--- src/hdl/bme_pkg.sv ---
// bme_pkg: shared types and constants of the mode encoder
// no dependencies
`default_nettype none

package bme_pkg;

    localparam int CHAR_W        = 7;
    localparam int LEN_W         = 9;
    localparam int SLOTS         = 4;
    localparam int SLOT_W        = 2;
    localparam int QUEUE_DEPTH   = 4;
    localparam int BUFFER_SIZE_D = 256;

    localparam logic [CHAR_W-1:0] MODE_CHAR_RST = 7'h21;
    localparam logic [CHAR_W-1:0] CTRL_LIMIT    = 7'h20;
    localparam logic [CHAR_W-1:0] CTRL_OFFSET   = 7'h20;

    // one classified input: up to four encoded characters
    typedef struct packed {
        logic [SLOTS-1:0][CHAR_W-1:0] chars;
        logic [SLOTS-1:0][LEN_W-1:0]  lens;
        logic [SLOT_W-1:0]            last_slot;
        logic                         has_char;
        logic                         end_run;
    } t_desc;

endpackage

`default_nettype wire

--- src/hdl/bme_front.sv ---
// bme_front: accepts input characters, holds mode and fill state, and
// expands each request into a descriptor of encoded characters; uses bme_pkg
`default_nettype none

module bme_front
    import bme_pkg::*;
#(
    parameter int BUFFER_SIZE = BUFFER_SIZE_D
) (
    input  wire logic              i_clk,
    input  wire logic              i_rst_n,
    input  wire logic              i_cfg_we,
    input  wire logic [CHAR_W-1:0] i_cfg_data,
    input  wire logic              i_accept,
    input  wire logic [CHAR_W-1:0] i_in_char,
    input  wire logic              i_last_in,
    output t_desc                  o_desc,
    output logic                   o_desc_valid
);

    localparam int FW = $clog2(BUFFER_SIZE + 1);
    localparam int LW = (FW + 1 > LEN_W) ? FW + 1 : LEN_W;
    localparam logic [LW-1:0] BS = LW'(BUFFER_SIZE);

    logic [CHAR_W-1:0] r_mode_char;
    logic              r_pm;
    logic [FW-1:0]     r_fill;
    logic              n_pm;
    logic [FW-1:0]     n_fill;

    logic [LW-1:0]     f;
    logic              p;
    logic [2:0]        n;

    always_comb begin
        f = LW'(r_fill);
        p = r_pm;
        n = '0;
        o_desc = '0;
        if (i_in_char >= CTRL_LIMIT) begin
            if (!p) begin
                if (f < BS) begin
                    f = f + 1'b1;
                    o_desc.chars[n[SLOT_W-1:0]] = r_mode_char;
                    o_desc.lens[n[SLOT_W-1:0]]  = f[LEN_W-1:0];
                    n = n + 1'b1;
                end
                p = 1'b1;
            end
            // printable characters need two free places
            if (f + 1'b1 < BS) begin
                f = f + 1'b1;
                o_desc.chars[n[SLOT_W-1:0]] = i_in_char;
                o_desc.lens[n[SLOT_W-1:0]]  = f[LEN_W-1:0];
                n = n + 1'b1;
                if (i_in_char == r_mode_char) begin
                    f = f + 1'b1;
                    o_desc.chars[n[SLOT_W-1:0]] = i_in_char;
                    o_desc.lens[n[SLOT_W-1:0]]  = f[LEN_W-1:0];
                    n = n + 1'b1;
                end
            end
        end else begin
            if (p) begin
                if (f < BS) begin
                    f = f + 1'b1;
                    o_desc.chars[n[SLOT_W-1:0]] = r_mode_char;
                    o_desc.lens[n[SLOT_W-1:0]]  = f[LEN_W-1:0];
                    n = n + 1'b1;
                end
                p = 1'b0;
            end
            if (f < BS) begin
                f = f + 1'b1;
                o_desc.chars[n[SLOT_W-1:0]] = i_in_char + CTRL_OFFSET;
                o_desc.lens[n[SLOT_W-1:0]]  = f[LEN_W-1:0];
                n = n + 1'b1;
            end
        end
        if (i_last_in && p) begin
            if (f < BS) begin
                f = f + 1'b1;
                o_desc.chars[n[SLOT_W-1:0]] = r_mode_char;
                o_desc.lens[n[SLOT_W-1:0]]  = f[LEN_W-1:0];
                n = n + 1'b1;
            end
            p = 1'b0;
        end
        // empty end marker carries the final length
        if (n == 3'd0) begin
            o_desc.lens[0] = f[LEN_W-1:0];
        end
        o_desc.last_slot = (n == 3'd0) ? '0 : SLOT_W'(n - 1'b1);
        o_desc.has_char  = (n != 3'd0);
        o_desc.end_run   = i_last_in;
        o_desc_valid     = i_accept && ((n != 3'd0) || i_last_in);
        n_pm   = i_last_in ? 1'b0 : p;
        n_fill = i_last_in ? '0 : f[FW-1:0];
    end

    always_ff @(posedge i_clk) begin
        if (!i_rst_n) begin
            r_mode_char <= MODE_CHAR_RST;
            r_pm        <= 1'b0;
            r_fill      <= '0;
        end else begin
            if (i_cfg_we) begin
                r_mode_char <= i_cfg_data;
            end
            if (i_accept) begin
                r_pm   <= n_pm;
                r_fill <= n_fill;
            end
        end
    end

endmodule

`default_nettype wire

--- src/hdl/bme_queue.sv ---
// bme_queue: short descriptor queue between front and back
// uses bme_pkg
`default_nettype none

module bme_queue
    import bme_pkg::*;
(
    input  wire logic  i_clk,
    input  wire logic  i_rst_n,
    input  wire logic  i_wr_en,
    input  wire t_desc i_wr_data,
    input  wire logic  i_rd_en,
    output t_desc      o_rd_data,
    output logic       o_full,
    output logic       o_empty
);

    localparam int PW = $clog2(QUEUE_DEPTH);

    t_desc         r_mem [QUEUE_DEPTH];
    logic [PW-1:0] r_wr_ptr;
    logic [PW-1:0] r_rd_ptr;
    logic [PW:0]   r_count;

    logic wr_ok;
    logic rd_ok;

    assign o_full    = (r_count == (PW + 1)'(QUEUE_DEPTH));
    assign o_empty   = (r_count == '0);
    assign wr_ok     = i_wr_en && !o_full;
    assign rd_ok     = i_rd_en && !o_empty;
    assign o_rd_data = r_mem[r_rd_ptr];

    always_ff @(posedge i_clk) begin
        if (wr_ok) begin
            r_mem[r_wr_ptr] <= i_wr_data;
        end
    end

    always_ff @(posedge i_clk) begin
        if (!i_rst_n) begin
            r_wr_ptr <= '0;
            r_rd_ptr <= '0;
            r_count  <= '0;
        end else begin
            if (wr_ok) begin
                r_wr_ptr <= r_wr_ptr + 1'b1;
            end
            if (rd_ok) begin
                r_rd_ptr <= r_rd_ptr + 1'b1;
            end
            if (wr_ok && !rd_ok) begin
                r_count <= r_count + 1'b1;
            end else if (rd_ok && !wr_ok) begin
                r_count <= r_count - 1'b1;
            end
        end
    end

endmodule

`default_nettype wire

--- src/hdl/bme_back.sv ---
// bme_back: steps through the characters of the head descriptor, one per pop
// uses bme_pkg
`default_nettype none

module bme_back
    import bme_pkg::*;
(
    input  wire logic              i_clk,
    input  wire logic              i_rst_n,
    input  wire t_desc             i_desc,
    input  wire logic              i_q_empty,
    input  wire logic              i_pop,
    output logic                   o_deq,
    output logic [CHAR_W-1:0]      o_out_char,
    output logic                   o_has_char,
    output logic                   o_end_of_run,
    output logic [LEN_W-1:0]       o_buffer_length
);

    logic [SLOT_W-1:0] r_slot;
    logic              at_last;
    logic              take;

    assign at_last         = (r_slot == i_desc.last_slot);
    assign take            = i_pop && !i_q_empty;
    assign o_deq           = take && at_last;
    assign o_out_char      = i_desc.chars[r_slot];
    assign o_has_char      = i_desc.has_char;
    assign o_end_of_run    = i_desc.end_run && at_last;
    assign o_buffer_length = i_desc.lens[r_slot];

    always_ff @(posedge i_clk) begin
        if (!i_rst_n) begin
            r_slot <= '0;
        end else if (take) begin
            r_slot <= at_last ? '0 : r_slot + 1'b1;
        end
    end

endmodule

`default_nettype wire

--- src/hdl/bic_mode_encoder_unit.sv ---
// bic_mode_encoder_unit: top level of the control/printable mode encoder
// depends on bme_pkg, bme_front, bme_queue, bme_back
//
// usage
//   input channel: i_push / o_full, payload i_in_char and i_last_in; a request
//   is taken at a clock edge with i_push high and o_full low
//   result channel: o_empty / i_pop, payload o_out_char, o_has_char,
//   o_end_of_run, o_buffer_length; the oldest result is shown while o_empty
//   is low and is taken at an edge with i_pop high
//   config: i_cfg_we / i_cfg_data load the mode character; the user must
//   load it only while idle, which the block itself does not enforce
// throughput: one input request per cycle while the queue has room; each
//   request yields 0 to 4 results, delivered one per cycle while i_pop is
//   high, so the sustained rate is set by the result port
// reset: mode character back to '!', control mode, fill count 0, queue empty
// stall: while i_pop is low the result is held; the four-entry descriptor
//   queue keeps taking requests until it fills, then o_full rises
`default_nettype none

module bic_mode_encoder_unit
    import bme_pkg::*;
#(
    parameter int BUFFER_SIZE = BUFFER_SIZE_D
) (
    input  wire logic              i_clk,
    input  wire logic              i_rst_n,
    // configuration
    input  wire logic              i_cfg_we,
    input  wire logic [CHAR_W-1:0] i_cfg_data,
    // input requests
    input  wire logic              i_push,
    output logic                   o_full,
    input  wire logic [CHAR_W-1:0] i_in_char,
    input  wire logic              i_last_in,
    // results
    output logic                   o_empty,
    input  wire logic              i_pop,
    output logic [CHAR_W-1:0]      o_out_char,
    output logic                   o_has_char,
    output logic                   o_end_of_run,
    output logic [LEN_W-1:0]       o_buffer_length
);

    t_desc front_desc;
    t_desc head_desc;
    logic  front_valid;
    logic  q_full;
    logic  q_empty;
    logic  deq;
    logic  accept;

    // request accepted on push with queue room
    assign accept  = i_push && !q_full;
    assign o_full  = q_full;
    assign o_empty = q_empty;

    // front: mode and fill bookkeeping, expansion into a descriptor
    bme_front #(
        .BUFFER_SIZE (BUFFER_SIZE)
    ) u_front (
        .i_clk        (i_clk),
        .i_rst_n      (i_rst_n),
        .i_cfg_we     (i_cfg_we),
        .i_cfg_data   (i_cfg_data),
        .i_accept     (accept),
        .i_in_char    (i_in_char),
        .i_last_in    (i_last_in),
        .o_desc       (front_desc),
        .o_desc_valid (front_valid)
    );

    // decoupling queue, requests with no result never enter it
    bme_queue u_queue (
        .i_clk     (i_clk),
        .i_rst_n   (i_rst_n),
        .i_wr_en   (front_valid),
        .i_wr_data (front_desc),
        .i_rd_en   (deq),
        .o_rd_data (head_desc),
        .o_full    (q_full),
        .o_empty   (q_empty)
    );

    // back: serializes the head descriptor onto the result port
    bme_back u_back (
        .i_clk           (i_clk),
        .i_rst_n         (i_rst_n),
        .i_desc          (head_desc),
        .i_q_empty       (q_empty),
        .i_pop           (i_pop),
        .o_deq           (deq),
        .o_out_char      (o_out_char),
        .o_has_char      (o_has_char),
        .o_end_of_run    (o_end_of_run),
        .o_buffer_length (o_buffer_length)
    );

endmodule

`default_nettype wire
--- config.mk ---
export PLATFORM = sky130hd
export DESIGN_NAME = bic_mode_encoder_unit
export DESIGN_NICKNAME = d
export VERILOG_FILES = /design/src/hdl/bme_pkg.sv /design/src/hdl/bme_front.sv /design/src/hdl/bme_queue.sv /design/src/hdl/bme_back.sv /design/src/hdl/bic_mode_encoder_unit.sv
export SDC_FILE = /design/constraint.sdc
export NUM_CORES = 1
export LEC_CHECK = 0
export ABC_CLOCK_PERIOD_IN_PS = 6850
export CAP_MARGIN = 10
export CORE_ASPECT_RATIO = 0.7
export CORE_UTILIZATION = 53
export CTS_BUF_LIST = sky130_fd_sc_hd__clkbuf_8
export DETAILED_ROUTE_END_ITERATION = 7
export DONT_BUFFER_PORTS = 1
export PLACE_DENSITY = 0.68
export SYNTH_ARGS = -nofsm -noshare
export SYNTH_HDL_FRONTEND = slang
export SYNTH_SLANG_ARGS = --single-unit
export TNS_END_PERCENT = 1
--- constraint.sdc ---
create_clock -name i_clk -period 6.85 [get_ports i_clk]
set_clock_uncertainty 0.2 [all_clocks]
set_input_delay 1.37 -clock i_clk [delete_from_list [all_inputs] [get_ports i_clk]]
set_output_delay 1.37 -clock i_clk [all_outputs]
set_load 0.01 [all_outputs]
# --- Yosys cells after proc, flatten, opt, wreduce, memory -nomap -nowiden ---
# Memory sizes are Yosys's and may differ from the RTL's. A register that Yosys moved wholly into a read port is not among the register bits.
# Index checks and enable logic that the tools add are counted.
op_classes:
  n_addsub: 16
  n_mul: 0
  n_div: 0
  order_cmp: 14
  n_eq_ne: 3
  shifts: 0
  muxes: 79
  bitwise_logic: 0
  reduce_logical: 23
ops:
  columns: ["operator", "n"]
  rows:
  - ["64-bit 2-to-1 mux", 6]
  - ["36-bit bitwise mux", 4]
  - ["9-bit 2-to-1 mux", 14]
  - ["28-bit bitwise mux", 4]
  - ["10-bit 2-to-1 mux", 9]
  - ["9-bit demux with 2-bit select", 4]
  - ["7-bit 2-to-1 mux", 10]
  - ["7-bit demux with 2-bit select", 4]
  - ["3-bit 2-to-1 mux", 12]
  - ["10-bit by 1-bit adder with 10-bit output, second input constant", 3]
  - ["10-bit by 9-bit less-than comparator with 1-bit output, second input constant", 3]
  - ["9-bit binary-select mux with 2-bit select", 1]
  - ["3-bit by 1-bit adder with 3-bit output, second input constant", 5]
  - ["2-bit by 3-bit less-than comparator with 1-bit output, second input constant", 5]
  - ["7-bit binary-select mux with 2-bit select", 1]
  - ["1-bit logical AND", 14]
  - ["9-bit by 1-bit adder with 10-bit output, second input constant", 1]
  - ["9-bit by 1-bit adder with 9-bit output, second input constant", 1]
  - ["9-bit less-than comparator, second input constant", 1]
  - ["2-bit by 1-bit >= comparator with 1-bit output, second input constant", 4]
  - ["2-bit 2-to-1 mux", 4]
  - ["7-bit by 6-bit adder with 7-bit output, second input constant", 1]
  - ["7-bit equality test", 1]
  - ["7-bit by 6-bit >= comparator with 1-bit output, second input constant", 1]
  - ["11 further kinds", 22]
totals:
  ff_bits: 26
  latch_bits: 0
  ramBits: 272
  romBits: 0
  output_inout_bits: 20
  wordCells: 143
  n_memories: 1
memory_table:
  columns: ["name", "words", "width", "read_ports", "rd_ports_with_merged_regs", "write_ports", "line", "text"]
  rows:
  - ["u_queue.r_mem", 4, 68, 1, 1, 1, "bme_queue.sv:20", "t_desc r_mem [QUEUE_DEPTH];"]

# --- Logic depth before layout (Yosys ltp) ---
# Gate-level depths: netlist of the first run.
logic_depth:
  depth_word: 20
  depth_mapped: 21

# --- Cells and area by module ---
# A second synthesis of the first run with hierarchy kept.
hier_totals:
  cells_unflattened: 1071
  area_unflattened_um2: 15313.4
modules_own_cells:
  columns: ["mod", "n_inst", "cells_per_inst", "area_each_um2", "seq_area_each_um2"]
  rows:
  - ["bme_queue", 1, 404, 10307.4, 8348.0]
  - ["bme_front", 1, 631, 4453.0, 340.3]
  - ["bme_back", 1, 35, 539.3, 40.0]
  - ["bic_mode_encoder_unit", 1, 1, 13.8, 0.0]

# --- Worst setup path before layout of the first run ---
# Ideal clock, no wire load.
synth_timing:
  path_type: "register to register"
  from: "register u_front.r_fill[8]"
  to: "memory u_queue.r_mem[0][0] (netlist name), enable pin"
  setup_time_ns: 0.433
  arrival_time_ns: 5.521
  setup_slack_ns: 0.696
  stages_incl_launch_ff: 17
  n_path_buf: 2
  synth_period_minus_slack_ns: 6.154
  cell_sequence: "dfxtp_1 > clkbuf_1 > clkbuf_1 > inv_1 > ha_1 > nand2b_1 > and2_1 > ha_1 > nor2b_1 > and4_1 > o32ai_2 > o41a_4 > or4_4 > nand3_2 > inv_4 > a21oi_2 > and2_1"
synth_between:
  elab_chain_len: 18
  elab_cells_between_ends: 38
  classes_between: "8 x add/sub; 4 x order compare; 22 x mux; 4 x reduce/logical"
synth_lines:
  columns: ["item", "line", "text"]
  rows:
  - ["from (decl)", "bme_front.sv:27", "logic [FW-1:0] r_fill;"]
  - ["from (signal assigned)", "bme_front.sv:112", "r_fill <= n_fill;"]
  - ["9-bit by 1-bit adder with 10-bit output or 9-bit less-than comparator (tied branches)", null, null]
  - ["10-bit 2-to-1 mux or 1-bit 2-to-1 mux (tied branches)", "bme_front.sv:42, bme_front.sv:65", null]
  - ["10-bit 2-to-1 mux or 3-bit 2-to-1 mux (tied branches)", "bme_front.sv:41", "if (!p) begin"]
  - ["10-bit 2-to-1 mux or 3-bit 2-to-1 mux (tied branches)", "bme_front.sv:40", "if (i_in_char >= CTRL_LIMIT) begin"]
  - ["10-bit by 1-bit adder with 10-bit output or 3-bit by 1-bit adder with 3-bit output (tied branches)", "bme_front.sv:51, bme_front.sv:52, bme_front.sv:55", null]
  - ["10-bit by 1-bit adder with 10-bit output or 3-bit by 1-bit adder with 3-bit output (tied branches)", "bme_front.sv:57, bme_front.sv:60", null]
  - ["10-bit 2-to-1 mux or 3-bit 2-to-1 mux (tied branches)", "bme_front.sv:56", "if (i_in_char == r_mode_char) begin"]
  - ["10-bit 2-to-1 mux or 3-bit 2-to-1 mux (tied branches)", "bme_front.sv:51", "if (f + 1'b1 < BS) begin"]
  - ["[3 not listed]", null, null]
  - ["3-bit 2-to-1 mux (*)", "bme_front.sv:80", "if (i_last_in && p) begin"]
  - ["3-bit nonzero test (*)", "bme_front.sv:96", "o_desc_valid = i_accept && ((n != 3'd0) || i_last_in);"]
  - ["1-bit logical OR (*)", "bme_front.sv:96", null]
  - ["1-bit logical AND (*)", "bme_front.sv:96", null]
  - ["1-bit logical AND (*)", "bme_queue.sv:30", "assign wr_ok = i_wr_en && !o_full;"]
  - ["net u_queue.wr_ok", "bme_queue.sv:25", "logic wr_ok;"]
  - ["1-bit 2-to-1 mux (*)", "bme_queue.sv:35", "if (wr_ok) begin"]
  - ["1-bit 2-to-1 mux (not written as such) (*)", "bme_queue.sv:36", "r_mem[r_wr_ptr] <= i_wr_data;"]
  - ["to (decl)", "bme_queue.sv:20", null]
# Mark *: on every way through the listed nets, which the timed path passes. The rest lies on a longest branch. The select of a mux whose other input is x is not followed.

==> impl_table.tex, run 1 <==
\begin{tabular}{lr}
\hline
Metric & Value \\
\hline
\multicolumn{2}{l}{\textbf{Status}} \\
Outcome & finished, final reports clean \\
\multicolumn{2}{l}{\textbf{Floorplan}} \\
Io pins & 40 \\
Placeable core region & 28000 um2 \\
Initial Util & 0.543 \\
Height of the die & 144 um \\
Die area & 29400 um2 \\
Width of the die & 205 um \\
Site Rows & 51 \\
\multicolumn{2}{l}{\textbf{CTS}} \\
Clock transition at the registers of the reported paths & 0.06 ns \\
Number of buffers inserted to repair setup after CTS & 0 \\
Longest Clk Path Bufs & 3 \\
Cts repair resizes & 0 \\
Sink count of the clock tree & 300 \\
Hold\_buf cts & 0 \\
TritonCTS clock tree & built \\
Number of H-tree branching levels & 2 \\
Library cell used as clock root buffer & clkbuf\_8 \\
Number of buffers created by CTS & 45 \\
Later-pin clock latency in the skew report & 0.58 ns \\
\multicolumn{2}{l}{\textbf{Synthesis}} \\
Primary FF master, synth & edfxtp\_1 \\
Number of warnings issued by yosys & 0 \\
Distinct cell type count of the synthesized netlist & 87 \\
EDFF count, synth & 272 \\
Proportion of synthesized flip-flops having asynchronous set or reset & 0 \\
Synthesized cell area & 15200 um2 \\
Cell taking the most area after synthesis & edfxtp\_1 \\
Avg Cell Area, Syn & 13.7 um2 \\
Cells after synthesis & 1110 \\
Sequential area share after synthesis & 0.573 \\
Most area-consuming cells after synthesis & edfxtp\_1 (54\%), mux4\_2 (12\%), dfxtp\_1 (3.7\%) \\
Area share of the largest cell type after synthesis & 0.536 \\
Mapped Nets & 1152 \\
Post-synthesis register bit count & 300 \\
\multicolumn{2}{l}{\textbf{Drt}} \\
Wirelength per Cell & 26.3 um \\
Total wire length after detailed routing & 40100 um \\
Antenna-violating nets left & 0 \\
Number of DRC markers after the initial detailed-route iteration & 1137 \\
Total via count after detailed routing & 9968 \\
Drt first pass iters & 5 \\
DRC Markers & 0 \\
Via density per instance & 6.54 \\
\multicolumn{2}{l}{\textbf{Placement}} \\
Inst Count DP & 1444 \\
Last weighted congestion value of the routability-driven placer & 0.972 \\
HPWL after DPL & 27200 um \\
Number of I/O port buffers & 0 \\
Post-place instance area & 15700 um2 \\
\multicolumn{2}{l}{\textbf{Global routing}} \\
Global-route wire length before repair & 59800 um \\
Via count of the first global-routing pass & 9437 \\
Maximum number of pins on one net before global-route repair & 43 \\
Global routing's busiest layer & met1 \\
Met3 demand-to-capacity share in global routing & 0.0771 \\
Global-route track usage on met1 & 0.422 \\
Antenna violations before repair & 1 \\
Routing usage on met2 & 0.395 \\
Overall track demand over capacity in global routing & 0.280 \\
Remaining Overflow, GRT & 0 \\
\multicolumn{2}{l}{\textbf{Power}} \\
Static leakage & 0.00546 uW \\
Maximum vdd drop & 150 uV \\
Power per Cell Area & 298 nW/um2 \\
\multicolumn{2}{l}{\textbf{Worst setup path}} \\
Sequence of cells on the critical path & inv\_1 > ha\_1 > nand2b\_1 > and2\_1 > ha\_1 > nor2b\_1 > and4\_1 > o32ai\_2 > o41ai\_2 > a21oi\_1 > o21ai\_0 > o21ai\_0 > ha\_1 > nor3b\_1 > and3\_1 > xnor2\_1 > o21ai\_0 \\
Maximum fanout encountered on the critical timing path & 14 \\
Worst Path Arrival & 6.30 ns \\
Register-to-register setup slack & 0.59 ns \\
Kind of start point of the critical path & flop \\
Data required time at the worst endpoint & 6.89 ns \\
Setup crit end kind & flop \\
Slowest library cell on the worst path & o41ai\_2 \\
Reg-to-Reg End & u\_queue.r\_mem[1][28] \\
Biggest cell delay along the critical path & 0.90 ns \\
Start of the worst register-to-register path & u\_front.r\_fill[8] \\
CP Class & reg -> reg \\
Cell count of the worst reg-to-reg path & 17 \\
\multicolumn{2}{l}{\textbf{Final layout}} \\
Layout area overhead & 9.12\% \\
Post-Layout Cell Count & 1525 \\
Net count reported at finish & 1162 \\
Fraction of final layout cells with drive strength greater than 1 & 0.187 \\
Utilization after layout & 0.593 \\
Antenna Cells & 0 \\
FILL cells & 2221 \\
Post-route standard cell area excluding fillers & 16600 um2 \\
\multicolumn{2}{l}{\textbf{Timing}} \\
Max Clk Rate & 0.160 GHz \\
Number of setup violations in the final report & 0 \\
Slew @ Worst Pin & 1.11 ns \\
RSZ-0062 raised after global routing & false \\
Post-layout min period & 6.26 ns \\
Worst slew margin relative to its limit & 0.254 \\
Slew Limit Fails & 0 \\
Total negative slack & 0 ns \\
Post-route fraction of the period consumed by the critical path & 0.914 \\
Hold Fails Final Rpt & 0 \\
\multicolumn{2}{l}{\textbf{Hold path}} \\
Startpoint of the lowest-slack hold path & u\_queue.r\_rd\_ptr[1] \\
Depth of the worst hold-timing path & 2 \\
Type of the worst min-delay path & reg -> reg \\
\multicolumn{2}{l}{\textbf{Run}} \\
Maximum Capacitance Violations & 0 \\
\hline
\end{tabular}
## cells in the mapped netlist (all sizes together) (16+ instances only)
cell type	number
nand3	22
a22oi	16
buf	27
xor2	23
nand2	70
mux4	84
a21oi	51
xnor2	40
dfxtp	28
ha	21
inv	26
nor2	56
and2	16
mux2i	19
clkbuf	48
nor2b	24
o21ai	41
and3	21
nor3	26
edfxtp	272
## power breakdown
| group | internal, uW | switching, uW | total, uW |
|---|---|---|---|
| clock | 735 | 658 | 1390 |
| sequential | 2270 | 118 | 2390 |
| combinational | 498 | 672 | 1170 |
| total | 3500 | 1450 | 4950 |
## placed cells by master (no fill, tap or decap), types with 6 or more instances in the layout
cell type,synthesis,final
a211oi_1,6,6
a21oi_1,49,48
a221oi_1,11,11
a22o_1,13,13
a22oi_1,16,16
a31oi_1,9,8
and2_1,14,10
and3_1,21,21
buf_4,0,34
clkbuf_8,0,49
clkinv_1,1,6
dfxtp_1,28,25
edfxtp_1,272,272
ha_1,21,21
inv_1,24,43
mux2i_1,19,19
mux4_2,84,84
nand2_1,70,70
nand2b_1,10,10
nand3_1,21,21
nand4_1,8,8
nor2_1,56,56
nor2b_1,23,23
nor3_1,24,23
nor4_1,7,7
o21ai_0,39,39
o221ai_1,6,6
o22ai_1,9,9
o31ai_1,11,11
or3_1,9,9
xnor2_1,40,40
xor2_1,23,23
## layer usage
layer	wire length (um)	vias to the layer above
met3	4270	75
li1	-	4405
met5	0	-
met2	16900	512
met4	856	0
met1	18100	4976
## metrics by stage
step           worst slack [ns]  hold slack (ns)  total power, uW
5_1_grt                   0.168            0.329             5170
2_1_floorplan             0.696            0.273             3240
3_3_place_gp              0.824            0.287             3570
3_5_place_dp              0.657            0.315             3590
6_report                  0.592            0.313             4950
4_1_cts                   0.611            0.316             4990
## how the worst max path moves through the flow
stage                 startpoint              endpoint  slack (ns)  cells past startpoint
3_5_place_dp   u_front.r_fill[8]  u_queue.r_mem[3][28]        0.66                     17
3_3_place_gp   u_front.r_fill[8]  u_queue.r_mem[1][28]        0.82                     17
2_1_floorplan  u_front.r_fill[8]   u_queue.r_mem[0][0]        0.70                     16
5_1_grt        u_front.r_fill[8]  u_queue.r_mem[1][10]        0.17                     18
6_report       u_front.r_fill[8]  u_queue.r_mem[1][28]        0.59                     17
4_1_cts        u_front.r_fill[8]  u_queue.r_mem[3][28]        0.61                     17
## area by class of cell
class                      count  area (um2)  area share
inverter                      28         109     0.00655
clock buffer                  49         674      0.0406
sequential                   300        8740       0.526
multi-input combinational    707        6100       0.367
clock inverter                32         191      0.0115
tap                          371         464      0.0279
timing repair buffer          38         335      0.0202
## cell families (layout without fill, tap and decap cells)
kind of cell | count (synthesis) | in the layout | share of synthesized area
adder cells (fa/ha/maj) | 22 | 22 | 0.0186
buffers and inverters | 103 | 147 | 0.0275
multiplexers | 105 | 105 | 0.138
flip-flops | 300 | 300 | 0.573
AND/OR/NAND/NOR | 296 | 296 | 0.103
AO/OA/AOI/OAI | 221 | 221 | 0.103
XOR/XNOR | 63 | 63 | 0.0362
## sequential cells by signal (all words and copies together) (netlist names), named ones only
register / count
u_queue.r_mem: 272
u_front.r_fill: 9
u_front.r_mode_char: 7
u_queue.r_count: 3
u_back.r_slot: 2
u_queue.r_rd_ptr: 2
u_queue.r_wr_ptr: 2
u_front.r_pm: 1
## critical path, delay by kind of cell (launching register included)
kind	cells	cell delay, ns
AO/OA/AOI/OAI	6	2.09
buffers and inverters	1	0.21
AND/OR/NAND/NOR	6	1.32
adder cells (fa/ha/maj)	3	1.03
flip-flops	1	0.74
XOR/XNOR	1	0.33
Power figures use the tool's default switching activity.
==> run 2, diff against run 1 <==
MAX_ROUTING_LAYER = met4   (was not set)
==> impl_table.tex, run 2 (synthesis gave the netlist of run 1 again) <==
\begin{tabular}{lr}
\hline
Metric & Value \\
\hline
\multicolumn{2}{l}{\textbf{Status}} \\
Outcome & finished, final reports clean \\
\multicolumn{2}{l}{\textbf{Worst setup path}} \\
Cell with the most instances on the worst path & ha\_1 \\
Dominant delay contributor by cell family on the critical path & compound AO/OA/AOI/OAI gates \\
Biggest cell delay along the critical path & 0.78 ns \\
Maximum fanout encountered on the critical timing path & 11 \\
Register-to-register setup slack & 0.33 ns \\
Worst Path Arrival & 6.56 ns \\
Setup crit end kind & flop \\
Slowest library cell on the worst path & o21ai\_0 \\
Crit path buf inv count & 1 \\
Data required time at the worst endpoint & 6.89 ns \\
Kind of start point of the critical path & flop \\
CP Class & reg -> reg \\
Sequence of cells on the critical path & inv\_1 > ha\_1 > nand2b\_1 > and2\_1 > ha\_1 > nor2b\_1 > and4\_1 > o32ai\_2 > o41a\_4 > nor4\_1 > nor3\_1 > a21oi\_1 > ha\_1 > nor3b\_1 > and3\_1 > xnor2\_1 > o21ai\_0 \\
\multicolumn{2}{l}{\textbf{Timing}} \\
Post-route fraction of the period consumed by the critical path & 0.952 \\
Slew @ Worst Pin & 1.07 ns \\
Slew Limit Fails & 0 \\
Post-layout min period & 6.52 ns \\
PnR worst setup slack & 0.327 ns \\
Number of setup violations in the final report & 0 \\
Worst slew margin relative to its limit & 0.288 \\
Hold Fails Final Rpt & 0 \\
Max Clk Rate & 0.153 GHz \\
RSZ-0062 raised after global routing & false \\
Total negative slack & 0 ns \\
\multicolumn{2}{l}{\textbf{Drt}} \\
Wirelength per Cell & 26.3 um \\
Total via count after detailed routing & 10000 \\
Highest metal layer with signal wires & met4 \\
Detailed-route wire length on metal 1 & 18400 um \\
Via density per instance & 6.55 \\
Antenna-violating nets left & 0 \\
DRC Markers & 0 \\
Number of DRC markers after the initial detailed-route iteration & 979 \\
Routed wire length on met2 & 16600 um \\
Total wire length after detailed routing & 40200 um \\
Drt first pass iters & 6 \\
Met3 wire len & 4240 um \\
\multicolumn{2}{l}{\textbf{Power}} \\
Clock share of power & 0.291 \\
Power dissipated by switching net loads & 1470 uW \\
Relative contribution of combinational cells to total power & 0.229 \\
Sw frac & 0.294 \\
Static leakage & 0.00546 uW \\
Maximum vdd drop & 184 uV \\
Power per Cell Area & 301 nW/um2 \\
Internal power contribution & 3530 uW \\
Reg power frac & 0.480 \\
\multicolumn{2}{l}{\textbf{Final layout}} \\
Largest register by flop count & u\_queue.r\_mem \\
Fraction of final layout cells with drive strength greater than 1 & 0.189 \\
Max reg flops & 272 \\
Commonest cells after routing, fill and taps aside & edfxtp\_1 (272), mux4\_2 (84), nand2\_1 (70) \\
Antenna Cells & 0 \\
Post-Layout Cell Count & 1527 \\
FILL cells & 2143 \\
Most common cell after layout, fill and taps aside & edfxtp\_1 \\
Layout area overhead & 9.27\% \\
Registers with the most flip-flops & u\_queue.r\_mem: 272 flops, u\_front.r\_fill: 9 flops, u\_front.r\_mode\_char: 7 flops \\
Net count reported at finish & 1162 \\
\multicolumn{2}{l}{\textbf{CTS}} \\
Longest Clk Path Bufs & 3 \\
Sink count of the clock tree & 300 \\
Hold\_buf cts & 0 \\
Clock transition at the registers of the reported paths & 0.07 ns \\
Number of H-tree branching levels & 2 \\
Library cell used as clock root buffer & clkbuf\_8 \\
TritonCTS clock tree & built \\
Cts repair resizes & 0 \\
Number of buffers created by CTS & 46 \\
Later-pin clock latency in the skew report & 0.58 ns \\
Number of buffers inserted to repair setup after CTS & 0 \\
\multicolumn{2}{l}{\textbf{Global routing}} \\
Via count of the first global-routing pass & 9283 \\
Maximum number of pins on one net before global-route repair & 69 \\
Remaining Overflow, GRT & 0 \\
Overall track demand over capacity in global routing & 0.287 \\
Antenna violations before repair & 0 \\
Global-route wire length before repair & 59500 um \\
\multicolumn{2}{l}{\textbf{Placement}} \\
Worst slack at placement & 0.708 ns \\
Last weighted congestion value of the routability-driven placer & 1.04 \\
Number of I/O port buffers & 0 \\
HPWL after DPL & 27000 um \\
Inst Count DP & 1443 \\
\multicolumn{2}{l}{\textbf{Floorplan}} \\
Placeable core region & 28000 um2 \\
Height of the die & 144 um \\
Width of the die & 205 um \\
Die area & 29400 um2 \\
Site Rows & 51 \\
Io pins & 40 \\
Initial Util & 0.543 \\
\multicolumn{2}{l}{\textbf{Hold path}} \\
Type of the worst min-delay path & reg -> reg \\
\multicolumn{2}{l}{\textbf{Run}} \\
Maximum Capacitance Violations & 0 \\
\hline
\end{tabular}
==> run 2: worst min-delay path, cell delays in order (launching register included) <==
cell and delay [ns]:
dfxtp_1 0.32, o21ai_0 0.07, a21boi_0 0.07
==> run 2: cell type report <==
| cell class | instances | area [um2] | area share |
|---|---|---|---|
| Inverter | 28 | 109 | 0.00654 |
| Sequential cell | 300 | 8740 | 0.525 |
| Tap cell | 371 | 464 | 0.0279 |
| Timing Repair Buffer | 37 | 328 | 0.0197 |
| Clock inverter | 36 | 239 | 0.0144 |
| Multi-Input combinational cell | 707 | 6100 | 0.367 |
| Clock buffer | 48 | 661 | 0.0397 |
==> run 2: layer usage <==
| layer | up-vias | track usage |
|---|---|---|
| li1 | 4403 | - |
| met1 | 5004 | 0.436 |
| met2 | 537 | 0.370 |
| met3 | 58 | 0.0769 |
| met4 | 0 | 0.0817 |
| met5 | - | - |
==> run 2: final timing paths <==
path / to / startpoint / cells after the start
min: u_queue.r_count[2] / u_queue.r_count[2] / 2
min reg2reg: u_queue.r_count[2] / u_queue.r_count[2] / 2
max reg2reg: u_queue.r_mem[3][28] / u_front.r_fill[0] / 17
max: u_queue.r_mem[3][28] / u_front.r_fill[0] / 17
==> run 2: stage by stage <==
| step | cell area [um2] | util | hold slack (ns) | total power (uW) |
|---|---|---|---|---|
| 2_1_floorplan | 15200 | - | 0.273 | 3240 |
| 3_3_place_gp | 15700 | 0.562 | 0.298 | 3560 |
| 3_5_place_dp | 15700 | 0.562 | 0.298 | 3580 |
| 4_1_cts | 16600 | 0.594 | 0.308 | 5040 |
| 5_1_grt | 16600 | 0.594 | 0.349 | 5220 |
| 6_report | 16600 | 0.594 | 0.306 | 5000 |
==> run 2: power by group through the flow <==
stage	combinational, uW	sequential [uW]	clock [uW]
after detailed placement	1140	2450	0
final	1140	2400	1450
after global routing	1230	2430	1550
after floorplan	886	2350	0
after CTS	1140	2410	1480
after global placement	1130	2430	0
